==> src/design/ecdr_pkg.sv <==
// Package for the event counter with decimal readout.
// Holds operation codes, FSM and command types, ASCII constants and the BCD step.
// No dependencies; used by ecdr_ctrl, ecdr_dp, the top level and the testbench.
package ecdr_pkg;

  localparam int unsigned VALUE_W    = 32;
  localparam int unsigned BCD_DIGITS = 10;
  localparam int unsigned BCD_W      = 4 * BCD_DIGITS;
  localparam int unsigned BITCNT_W   = $clog2(VALUE_W);
  localparam int unsigned DIGCNT_W   = $clog2(BCD_DIGITS + 1);

  localparam logic [6:0] CH_ZERO    = 7'd48;
  localparam logic [6:0] CH_MINUS   = 7'd45;
  localparam logic [6:0] CH_NEWLINE = 7'd10;

  typedef enum logic [1:0] {
    OP_LOAD = 2'd0,
    OP_INC  = 2'd1,
    OP_NEG  = 2'd2,
    OP_STOP = 2'd3
  } op_t;

  typedef enum logic [2:0] {
    ST_IDLE,
    ST_PREP,
    ST_CONV,
    ST_SKIP,
    ST_SIGN,
    ST_DIGIT,
    ST_NEWLINE
  } state_t;

  typedef enum logic [1:0] {
    CS_MINUS,
    CS_DIGIT,
    CS_NEWLINE
  } char_sel_t;

  typedef struct packed {
    logic      load;
    logic      inc;
    logic      negate;
    logic      prep;
    logic      conv_step;
    logic      digit_shift;
    char_sel_t char_sel;
  } cmd_t;

  typedef struct packed {
    logic conv_last;
    logic top_zero;
    logic last_digit;
    logic negative;
  } status_t;

  // Double-dabble correction: every BCD digit of five or more gets three added
  // before the next shift.
  function automatic logic [BCD_W-1:0] bcd_adjust(input logic [BCD_W-1:0] bcd);
    logic [BCD_W-1:0] res;
    res = bcd;
    for (int i = 0; i < BCD_DIGITS; i++) begin
      if (bcd[4*i +: 4] >= 4'd5) begin
        res[4*i +: 4] = bcd[4*i +: 4] + 4'd3;
      end
    end
    return res;
  endfunction

endpackage

==> src/design/ecdr_if.sv <==
// Valid/ready channel interfaces for the event counter with decimal readout.
// Depends on nothing; the top level uses one of each.
interface ecdr_in_if;
  logic              valid;
  logic              ready;
  logic [1:0]        operation;
  logic signed [31:0] load_value;

  modport source(output valid, operation, load_value, input ready);
  modport sink(input valid, operation, load_value, output ready);
endinterface

interface ecdr_out_if;
  logic       valid;
  logic       ready;
  logic [6:0] character;
  logic       last;

  modport source(output valid, character, last, input ready);
  modport sink(input valid, character, last, output ready);
endinterface

==> src/design/ecdr_ctrl.sv <==
// Controller FSM: takes events, sequences conversion, digit scan and output words.
// Depends on ecdr_pkg.
module ecdr_ctrl (
  input  logic                clk,
  input  logic                rst_n,
  input  logic                in_valid,
  output logic                in_ready,
  input  logic [1:0]          in_operation,
  output logic                out_valid,
  input  logic                out_ready,
  input  ecdr_pkg::status_t   stat,
  output ecdr_pkg::cmd_t      cmd
);

  ecdr_pkg::state_t state_r, state_nxt;
  logic             stopped_r, stopped_nxt;

  always_ff @(posedge clk) begin
    if (!rst_n) begin
      state_r   <= ecdr_pkg::ST_IDLE;
      stopped_r <= 1'b0;
    end else begin
      state_r   <= state_nxt;
      stopped_r <= stopped_nxt;
    end
  end

  always_comb begin
    state_nxt   = state_r;
    stopped_nxt = stopped_r;
    in_ready    = 1'b0;
    out_valid   = 1'b0;
    cmd         = '0;
    cmd.char_sel = ecdr_pkg::CS_DIGIT;
    unique case (state_r)
      ecdr_pkg::ST_IDLE: begin
        in_ready = 1'b1;
        // Once stopped, every event is taken and dropped.
        if (in_valid && !stopped_r) begin
          unique case (ecdr_pkg::op_t'(in_operation))
            ecdr_pkg::OP_LOAD: cmd.load = 1'b1;
            ecdr_pkg::OP_INC: begin
              cmd.inc   = 1'b1;
              state_nxt = ecdr_pkg::ST_PREP;
            end
            ecdr_pkg::OP_NEG: begin
              cmd.negate = 1'b1;
              state_nxt  = ecdr_pkg::ST_PREP;
            end
            ecdr_pkg::OP_STOP: stopped_nxt = 1'b1;
            default: ;
          endcase
        end
      end
      ecdr_pkg::ST_PREP: begin
        cmd.prep  = 1'b1;
        state_nxt = ecdr_pkg::ST_CONV;
      end
      ecdr_pkg::ST_CONV: begin
        cmd.conv_step = 1'b1;
        if (stat.conv_last) begin
          state_nxt = ecdr_pkg::ST_SKIP;
        end
      end
      ecdr_pkg::ST_SKIP: begin
        // Drop leading zeros, but always keep the units digit.
        if (stat.top_zero && !stat.last_digit) begin
          cmd.digit_shift = 1'b1;
        end else if (stat.negative) begin
          state_nxt = ecdr_pkg::ST_SIGN;
        end else begin
          state_nxt = ecdr_pkg::ST_DIGIT;
        end
      end
      ecdr_pkg::ST_SIGN: begin
        out_valid    = 1'b1;
        cmd.char_sel = ecdr_pkg::CS_MINUS;
        if (out_ready) begin
          state_nxt = ecdr_pkg::ST_DIGIT;
        end
      end
      ecdr_pkg::ST_DIGIT: begin
        out_valid    = 1'b1;
        cmd.char_sel = ecdr_pkg::CS_DIGIT;
        if (out_ready) begin
          cmd.digit_shift = 1'b1;
          if (stat.last_digit) begin
            state_nxt = ecdr_pkg::ST_NEWLINE;
          end
        end
      end
      ecdr_pkg::ST_NEWLINE: begin
        out_valid    = 1'b1;
        cmd.char_sel = ecdr_pkg::CS_NEWLINE;
        if (out_ready) begin
          state_nxt = ecdr_pkg::ST_IDLE;
        end
      end
      default: state_nxt = ecdr_pkg::ST_IDLE;
    endcase
  end

endmodule

==> src/design/ecdr_dp.sv <==
// Datapath: counter register, bit-serial binary to BCD converter, digit shifter.
// Depends on ecdr_pkg; driven by ecdr_ctrl through cmd_t and status_t.
module ecdr_dp (
  input  logic                                clk,
  input  logic                                rst_n,
  input  logic signed [ecdr_pkg::VALUE_W-1:0] in_load_value,
  input  ecdr_pkg::cmd_t                      cmd,
  output ecdr_pkg::status_t                   stat,
  output logic [6:0]                          out_character,
  output logic                                out_last
);

  logic [ecdr_pkg::VALUE_W-1:0]  count_r, count_nxt;
  logic [ecdr_pkg::VALUE_W-1:0]  mag_r;
  logic [ecdr_pkg::BCD_W-1:0]    bcd_r;
  logic [ecdr_pkg::BITCNT_W-1:0] bit_cnt_r;
  logic [ecdr_pkg::DIGCNT_W-1:0] dig_cnt_r;
  logic                          neg_r;
  logic [ecdr_pkg::BCD_W-1:0]    bcd_adj;
  logic [3:0]                    top_digit;

  assign bcd_adj   = ecdr_pkg::bcd_adjust(bcd_r);
  assign top_digit = bcd_r[ecdr_pkg::BCD_W-1 -: 4];

  always_comb begin
    count_nxt = count_r;
    if (cmd.load) begin
      count_nxt = in_load_value;
    end else if (cmd.inc) begin
      count_nxt = count_r + 32'd1;
    end else if (cmd.negate) begin
      count_nxt = 32'd0 - count_r;
    end
  end

  always_ff @(posedge clk) begin
    if (!rst_n) begin
      count_r <= '0;
    end else begin
      count_r <= count_nxt;
    end
  end

  // The magnitude of the most negative value still fits as an unsigned word.
  always_ff @(posedge clk) begin
    if (cmd.prep) begin
      neg_r     <= count_r[ecdr_pkg::VALUE_W-1];
      mag_r     <= count_r[ecdr_pkg::VALUE_W-1] ? (32'd0 - count_r) : count_r;
      bcd_r     <= '0;
      bit_cnt_r <= '0;
      dig_cnt_r <= ecdr_pkg::DIGCNT_W'(ecdr_pkg::BCD_DIGITS);
    end else if (cmd.conv_step) begin
      bcd_r     <= {bcd_adj[ecdr_pkg::BCD_W-2:0], mag_r[ecdr_pkg::VALUE_W-1]};
      mag_r     <= {mag_r[ecdr_pkg::VALUE_W-2:0], 1'b0};
      bit_cnt_r <= bit_cnt_r + 1'b1;
    end else if (cmd.digit_shift) begin
      bcd_r     <= {bcd_r[ecdr_pkg::BCD_W-5:0], 4'd0};
      dig_cnt_r <= dig_cnt_r - 1'b1;
    end
  end

  assign stat.conv_last  = (bit_cnt_r == ecdr_pkg::BITCNT_W'(ecdr_pkg::VALUE_W - 1));
  assign stat.top_zero   = (top_digit == 4'd0);
  assign stat.last_digit = (dig_cnt_r == ecdr_pkg::DIGCNT_W'(1));
  assign stat.negative   = neg_r;

  always_comb begin
    out_last = 1'b0;
    unique case (cmd.char_sel)
      ecdr_pkg::CS_MINUS: out_character = ecdr_pkg::CH_MINUS;
      ecdr_pkg::CS_DIGIT: out_character = ecdr_pkg::CH_ZERO + {3'd0, top_digit};
      ecdr_pkg::CS_NEWLINE: begin
        out_character = ecdr_pkg::CH_NEWLINE;
        out_last      = 1'b1;
      end
      default: out_character = ecdr_pkg::CH_NEWLINE;
    endcase
  end

endmodule

==> src/design/event_counter_decimal_readout.sv <==
// Channel    Dir  Payload                       Handshake
// in_ch      in   operation[1:0], load_value[31:0]  valid/ready
// out_ch     out  character[6:0], last          valid/ready
//
// Load and stop are taken while idle and leave the block idle. Increment and negate run setup
// (ST_PREP), double-dabble conversion (ST_CONV) and leading-zero skip (ST_SKIP); each skipped
// zero is one digit word fewer, and a negative result adds a minus word.
// One event is in work at a time; in_ch is ready only while idle, and a stalled out_ch
// holds the block in place.
// Reset (rst_n low, synchronous) clears the counter to zero and the stop flag.
// Depends on ecdr_pkg, ecdr_if, ecdr_ctrl and ecdr_dp.
module event_counter_decimal_readout (
  input logic        clk,
  input logic        rst_n,
  ecdr_in_if.sink    in_ch,
  ecdr_out_if.source out_ch
);

  ecdr_pkg::cmd_t    cmd;
  ecdr_pkg::status_t stat;

  ecdr_ctrl u_ctrl (
    .clk          (clk),
    .rst_n        (rst_n),
    .in_valid     (in_ch.valid),
    .in_ready     (in_ch.ready),
    .in_operation (in_ch.operation),
    .out_valid    (out_ch.valid),
    .out_ready    (out_ch.ready),
    .stat         (stat),
    .cmd          (cmd)
  );

  ecdr_dp u_dp (
    .clk           (clk),
    .rst_n         (rst_n),
    .in_load_value (in_ch.load_value),
    .cmd           (cmd),
    .stat          (stat),
    .out_character (out_ch.character),
    .out_last      (out_ch.last)
  );

`ifndef SYNTHESIS
  a_no_overlap: assert property (@(posedge clk) disable iff (!rst_n)
    out_ch.valid |-> !in_ch.ready)
    else $error("input taken while a word is still being delivered");

  a_last_is_newline: assert property (@(posedge clk) disable iff (!rst_n)
    (out_ch.valid && out_ch.last) |-> (out_ch.character == ecdr_pkg::CH_NEWLINE))
    else $error("last mark on a word other than newline");

  a_first_not_newline: assert property (@(posedge clk) disable iff (!rst_n)
    $rose(out_ch.valid) |-> !out_ch.last)
    else $error("readout started with the closing newline");

  a_cmd_exclusive: assert property (@(posedge clk) disable iff (!rst_n)
    $onehot0({cmd.load, cmd.inc, cmd.negate, cmd.prep, cmd.conv_step, cmd.digit_shift}))
    else $error("conflicting datapath commands");
`endif

endmodule

==> src/flat_wrapper.sv <==
// flat-port wrapper written by rule: the top's interface ports become plain ports
module event_counter_decimal_readout_flat 
  (clk, rst_n, in_ch_valid, in_ch_operation, in_ch_load_value, in_ch_ready, out_ch_valid, out_ch_character, out_ch_last, out_ch_ready);
  ecdr_in_if in_ch_i ();
  ecdr_out_if out_ch_i ();
  input logic clk;
  input logic rst_n;
  input wire logic [$bits(in_ch_i.valid)-1:0] in_ch_valid;
  input wire logic [$bits(in_ch_i.operation)-1:0] in_ch_operation;
  input wire logic [$bits(in_ch_i.load_value)-1:0] in_ch_load_value;
  output wire logic [$bits(in_ch_i.ready)-1:0] in_ch_ready;
  output wire logic [$bits(out_ch_i.valid)-1:0] out_ch_valid;
  output wire logic [$bits(out_ch_i.character)-1:0] out_ch_character;
  output wire logic [$bits(out_ch_i.last)-1:0] out_ch_last;
  input wire logic [$bits(out_ch_i.ready)-1:0] out_ch_ready;
  assign in_ch_i.valid = in_ch_valid;
  assign in_ch_i.operation = in_ch_operation;
  assign in_ch_i.load_value = in_ch_load_value;
  assign in_ch_ready = in_ch_i.ready;
  assign out_ch_valid = out_ch_i.valid;
  assign out_ch_character = out_ch_i.character;
  assign out_ch_last = out_ch_i.last;
  assign out_ch_i.ready = out_ch_ready;
  event_counter_decimal_readout u_core (.clk(clk), .rst_n(rst_n), .in_ch(in_ch_i), .out_ch(out_ch_i));
endmodule
==> config.mk <==
export PLATFORM = sky130hd
export DESIGN_NAME = event_counter_decimal_readout_flat
export DESIGN_NICKNAME = d
export VERILOG_FILES = /design/src/design/ecdr_pkg.sv /design/src/design/ecdr_if.sv /design/src/design/ecdr_ctrl.sv /design/src/design/ecdr_dp.sv /design/src/design/event_counter_decimal_readout.sv /design/src/flat_wrapper.sv
export SDC_FILE = /design/constraint.sdc
export NUM_CORES = 1
export LEC_CHECK = 0
export BUFFER_PORTS_ARGS = -buffer_cell sky130_fd_sc_hd__clkbuf_2
export CELL_PAD_IN_SITES_DETAIL_PLACEMENT = 0
export CELL_PAD_IN_SITES_GLOBAL_PLACEMENT = 1
export CORE_MARGIN = 2
export CORE_UTILIZATION = 52
export CTS_BUF_LIST = sky130_fd_sc_hd__clkbuf_8
export DETAILED_ROUTE_END_ITERATION = 6
export GPL_ROUTABILITY_DRIVEN = 0
export PLACE_DENSITY_LB_ADDON = 0.1
export SLEW_MARGIN = 20
export SYNTH_ARGS = -nofsm -noshare
export SYNTH_HDL_FRONTEND = slang
export SYNTH_SLANG_ARGS = --single-unit
==> constraint.sdc <==
create_clock -name clk -period 5.2 [get_ports clk]
set_clock_uncertainty 0.2 [all_clocks]
set_input_delay 1.3 -clock clk [delete_from_list [all_inputs] [get_ports clk]]
set_output_delay 1.3 -clock clk [all_outputs]
set_load 0.02 [all_outputs]
==> results.toml <==
[global_routing]
grt.busiest_layer = "met2"
grt_use_met2_pct = 43.7
grt_max_degree = 66
grtUsageMet1_pct = 34.0
grt_pass1_wl_um = 34700
track_usage_pct = 26.3
grt_pass1_vias = 6987
use_met3_pct = 5.44
antenna_found_initial = 0
overflow = 0

[power_and_ir_drop]
ir_worst_vdd_mv = 0.202
cellPowerDensity_nw_per_um2 = 460
power_mw = 3.92
p_leak_nw = 3.10

[synth]
yosysTopAreaCell = "dfxtp_1"
yosysUniqueCellTypes = 75
synth_edf_count = 33
async_flop_share_pct = 0
synth_cells = 986
synth.most_common_cell = "nand2_1"
synth_warnings = 0
yosysSeqAreaShare_pct = 34.2
synth_commonest_cells = "nand2_1 (119), o21ai_0 (91), a21oi_1 (89)"
ys_dominant_reg_cell = "dfxtp_1"
postSynthNetCount = 1056
netlist_area_um2 = 7880
synthTopCellsByArea = "dfxtp_1 (22%), edfxtp_1 (13%), o21ai_0 (5.8%)"
ys_ff_latch = 118
yosysTopAreaCellShare_pct = 21.6
syn_avg_cell_area_um2 = 7.99

[floorplanning]
fp-row-count = 44
die_y_um = 127
core_um2 = 14600
die_area_um2 = 16100
initial_utilization_pct = 53.8
die_x_um = 127
ioPinCount = 48

[finish]
antenna_cells_inserted = 0
fillers = 1332
fin_cells = 1185
areaGrowthSynthToFinish_pct = 8.35
fin_area_um2 = 8540
fin_nets = 1058
drive_above_1_share_pct = 12.3

[sta]
clock.fmax_mhz = 291
relSlewSlack_pct = 28.6
rsz0062_at_grt = "false"
period_minus_slack_ns = 3.44
worst_slew_pin_slew_ns = 1.07
maxSlewViolCount = 0
hold_violations = 0
fin_tns_setup_ns = 0
fin_crit_sh_pct = 66.1
setup_violations = 0

[placement]
placed_area_um2 = 8110
dpl.hpwl_um = 14000
placedCellCount = 1153
io_buffer_count = 46

[clock_network]
cts_tree = "yes"
postCtsSetupRepairBufs = 0
cts_sinks = 118
path_clk_slew_ns = 0.07
cts-buffers-inserted = 17
cts_buffer_depth = 2
cts_max_level = 4
clk_latency_ns = 0.44
ctsHoldBuffers = 0
cts_resized = 0
cts_root_buffer = "clkbuf_8"

[status]
status = "finished, final reports clean"

[critical_path]
max_stage_delay_ns = 0.75
cp_cell_sequence = "clkbuf_2 -> inv_1 -> ha_1 -> or3_1 -> and3_1 -> nand2_1 -> a2111oi_0 -> a211o_1"
path_max_fanout = 18
crit_path_start_kind = "primary input"
required_ns = 5.39
crit_arrival_ns = 3.62
crit_type = "in2reg"
path_buf_inv = 2
cp_top_family = "simple AND/OR/NAND/NOR gates"
slowest_stage = "and3_1"
setup.worst_path.end_class = "register"

[detailed_routing]
wl_per_cell_um = 17.7
ant_nets = 0
viasPerCell = 6.23
vias = 7382
drt_wl_total_um = 21000
first_pass_iters = 6
drtIter0Drc = 657
drc = 0

[job]
max_cap_viol_count = 0

[min_path]
hp-class = "reg2reg"
## flip-flops by register name (all words and copies together) (netlist names)
name,flops
u_core.u_ctrl.state_r,3
u_core.u_dp.mag_r,32
u_core.u_ctrl.stopped_r,1
u_core.u_dp.neg_r,1
u_core.u_dp.count_r,32
u_core.u_dp.bcd_r,40
u_core.u_dp.dig_cnt_r,4
u_core.u_dp.bit_cnt_r,5
## per-stage QoR
stage | setup slack (ns) | hold slack (ns) | util, %
6_report | 1.76 | 0.287 | 58.3
5_1_grt | 1.65 | 0.318 | 58.3
4_1_cts | 1.86 | 0.291 | 58.3
3_5_place_dp | 1.39 | 0.265 | 55.4
3_3_place_gp | 1.44 | 0.264 | 55.3
2_1_floorplan | 1.93 | 0.249 | -
## layout make-up
cell class	instances	area, um^2	share of cell area [%]
Inverter	45	169	1.98
Sequential cell	118	2690	31.5
Tap cell	184	230	2.70
Clock inverter	14	181	2.13
Multi-Input combinational cell	747	4690	54.9
Timing Repair Buffer	59	328	3.84
Clock buffer	18	248	2.90
## where the power goes
part | internal (mW) | switching, mW | leakage (nW) | total, mW
Clock | 0.530 | 0.395 | 0.206 | 0.925
Sequential | 1.23 | 0.237 | 1.00 | 1.47
Combinational | 0.538 | 0.992 | 1.89 | 1.53
Total | 2.30 | 1.62 | 3.10 | 3.92
## worst reg2reg max path: cells and delay by family, from the launching register on
kind | cells | cell delay, ns
AND/OR/NAND/NOR | 6 | 1.53
flip-flops | 1 | 0.44
adder cells (fa/ha/maj) | 1 | 0.16
multiplexers | 1 | 0.20
AO/OA/AOI/OAI | 2 | 0.56
## logic make-up after synthesis
group	count (synthesis)	synth area share, %
compound gates	299	23.5
xor+xnor	55	6.11
fa+ha+maj	32	5.08
buf+inv	121	6.38
flops	118	34.2
mux	13	1.65
other cells	1	0.0476
simple gates	347	23.0
## layout by cell type (no fill, tap or decap), types with 18 or more instances in the layout
cell type | Yosys | final
nand3_1 | 28 | 28
nor2_1 | 68 | 67
inv_1 | 45 | 45
clkbuf_2 | 0 | 46
edfxtp_1 | 33 | 33
o21ai_0 | 91 | 91
xor2_1 | 25 | 25
nand2_1 | 119 | 118
dfxtp_1 | 85 | 85
a21oi_1 | 89 | 89
clkbuf_8 | 0 | 18
xnor2_1 | 30 | 30
nor3_1 | 31 | 31
ha_1 | 32 | 32
o22ai_1 | 20 | 20
## layer usage
| metal | vias up | share of wire, % |
|---|---|---|
| met5 | - | 0 |
| met4 | 0 | 2.8 |
| met3 | 45 | 6.3 |
| met2 | 271 | 48 |
| met1 | 3495 | 43 |
| li1 | 3571 | - |
## final timing paths
path,start,to,slack [ns],cells after the start
worst max register to register,u_core.u_dp.count_r[7]$_SDFFE_PN0P_,u_core.u_dp.count_r[31]$_SDFFE_PN0P_,1.96,10
worst min-delay path,u_core.u_dp.bit_cnt_r[4]$_SDFFE_PN0P_,u_core.u_dp.bit_cnt_r[4]$_SDFFE_PN0P_,0.29,1
worst max-delay path,in_ch_operation[1],u_core.u_dp.count_r[28]$_SDFFE_PN0P_,1.76,8
worst min register to register,u_core.u_dp.bit_cnt_r[4]$_SDFFE_PN0P_,u_core.u_dp.bit_cnt_r[4]$_SDFFE_PN0P_,0.29,1
No activity file was read; power rests on OpenSTA's default activity.
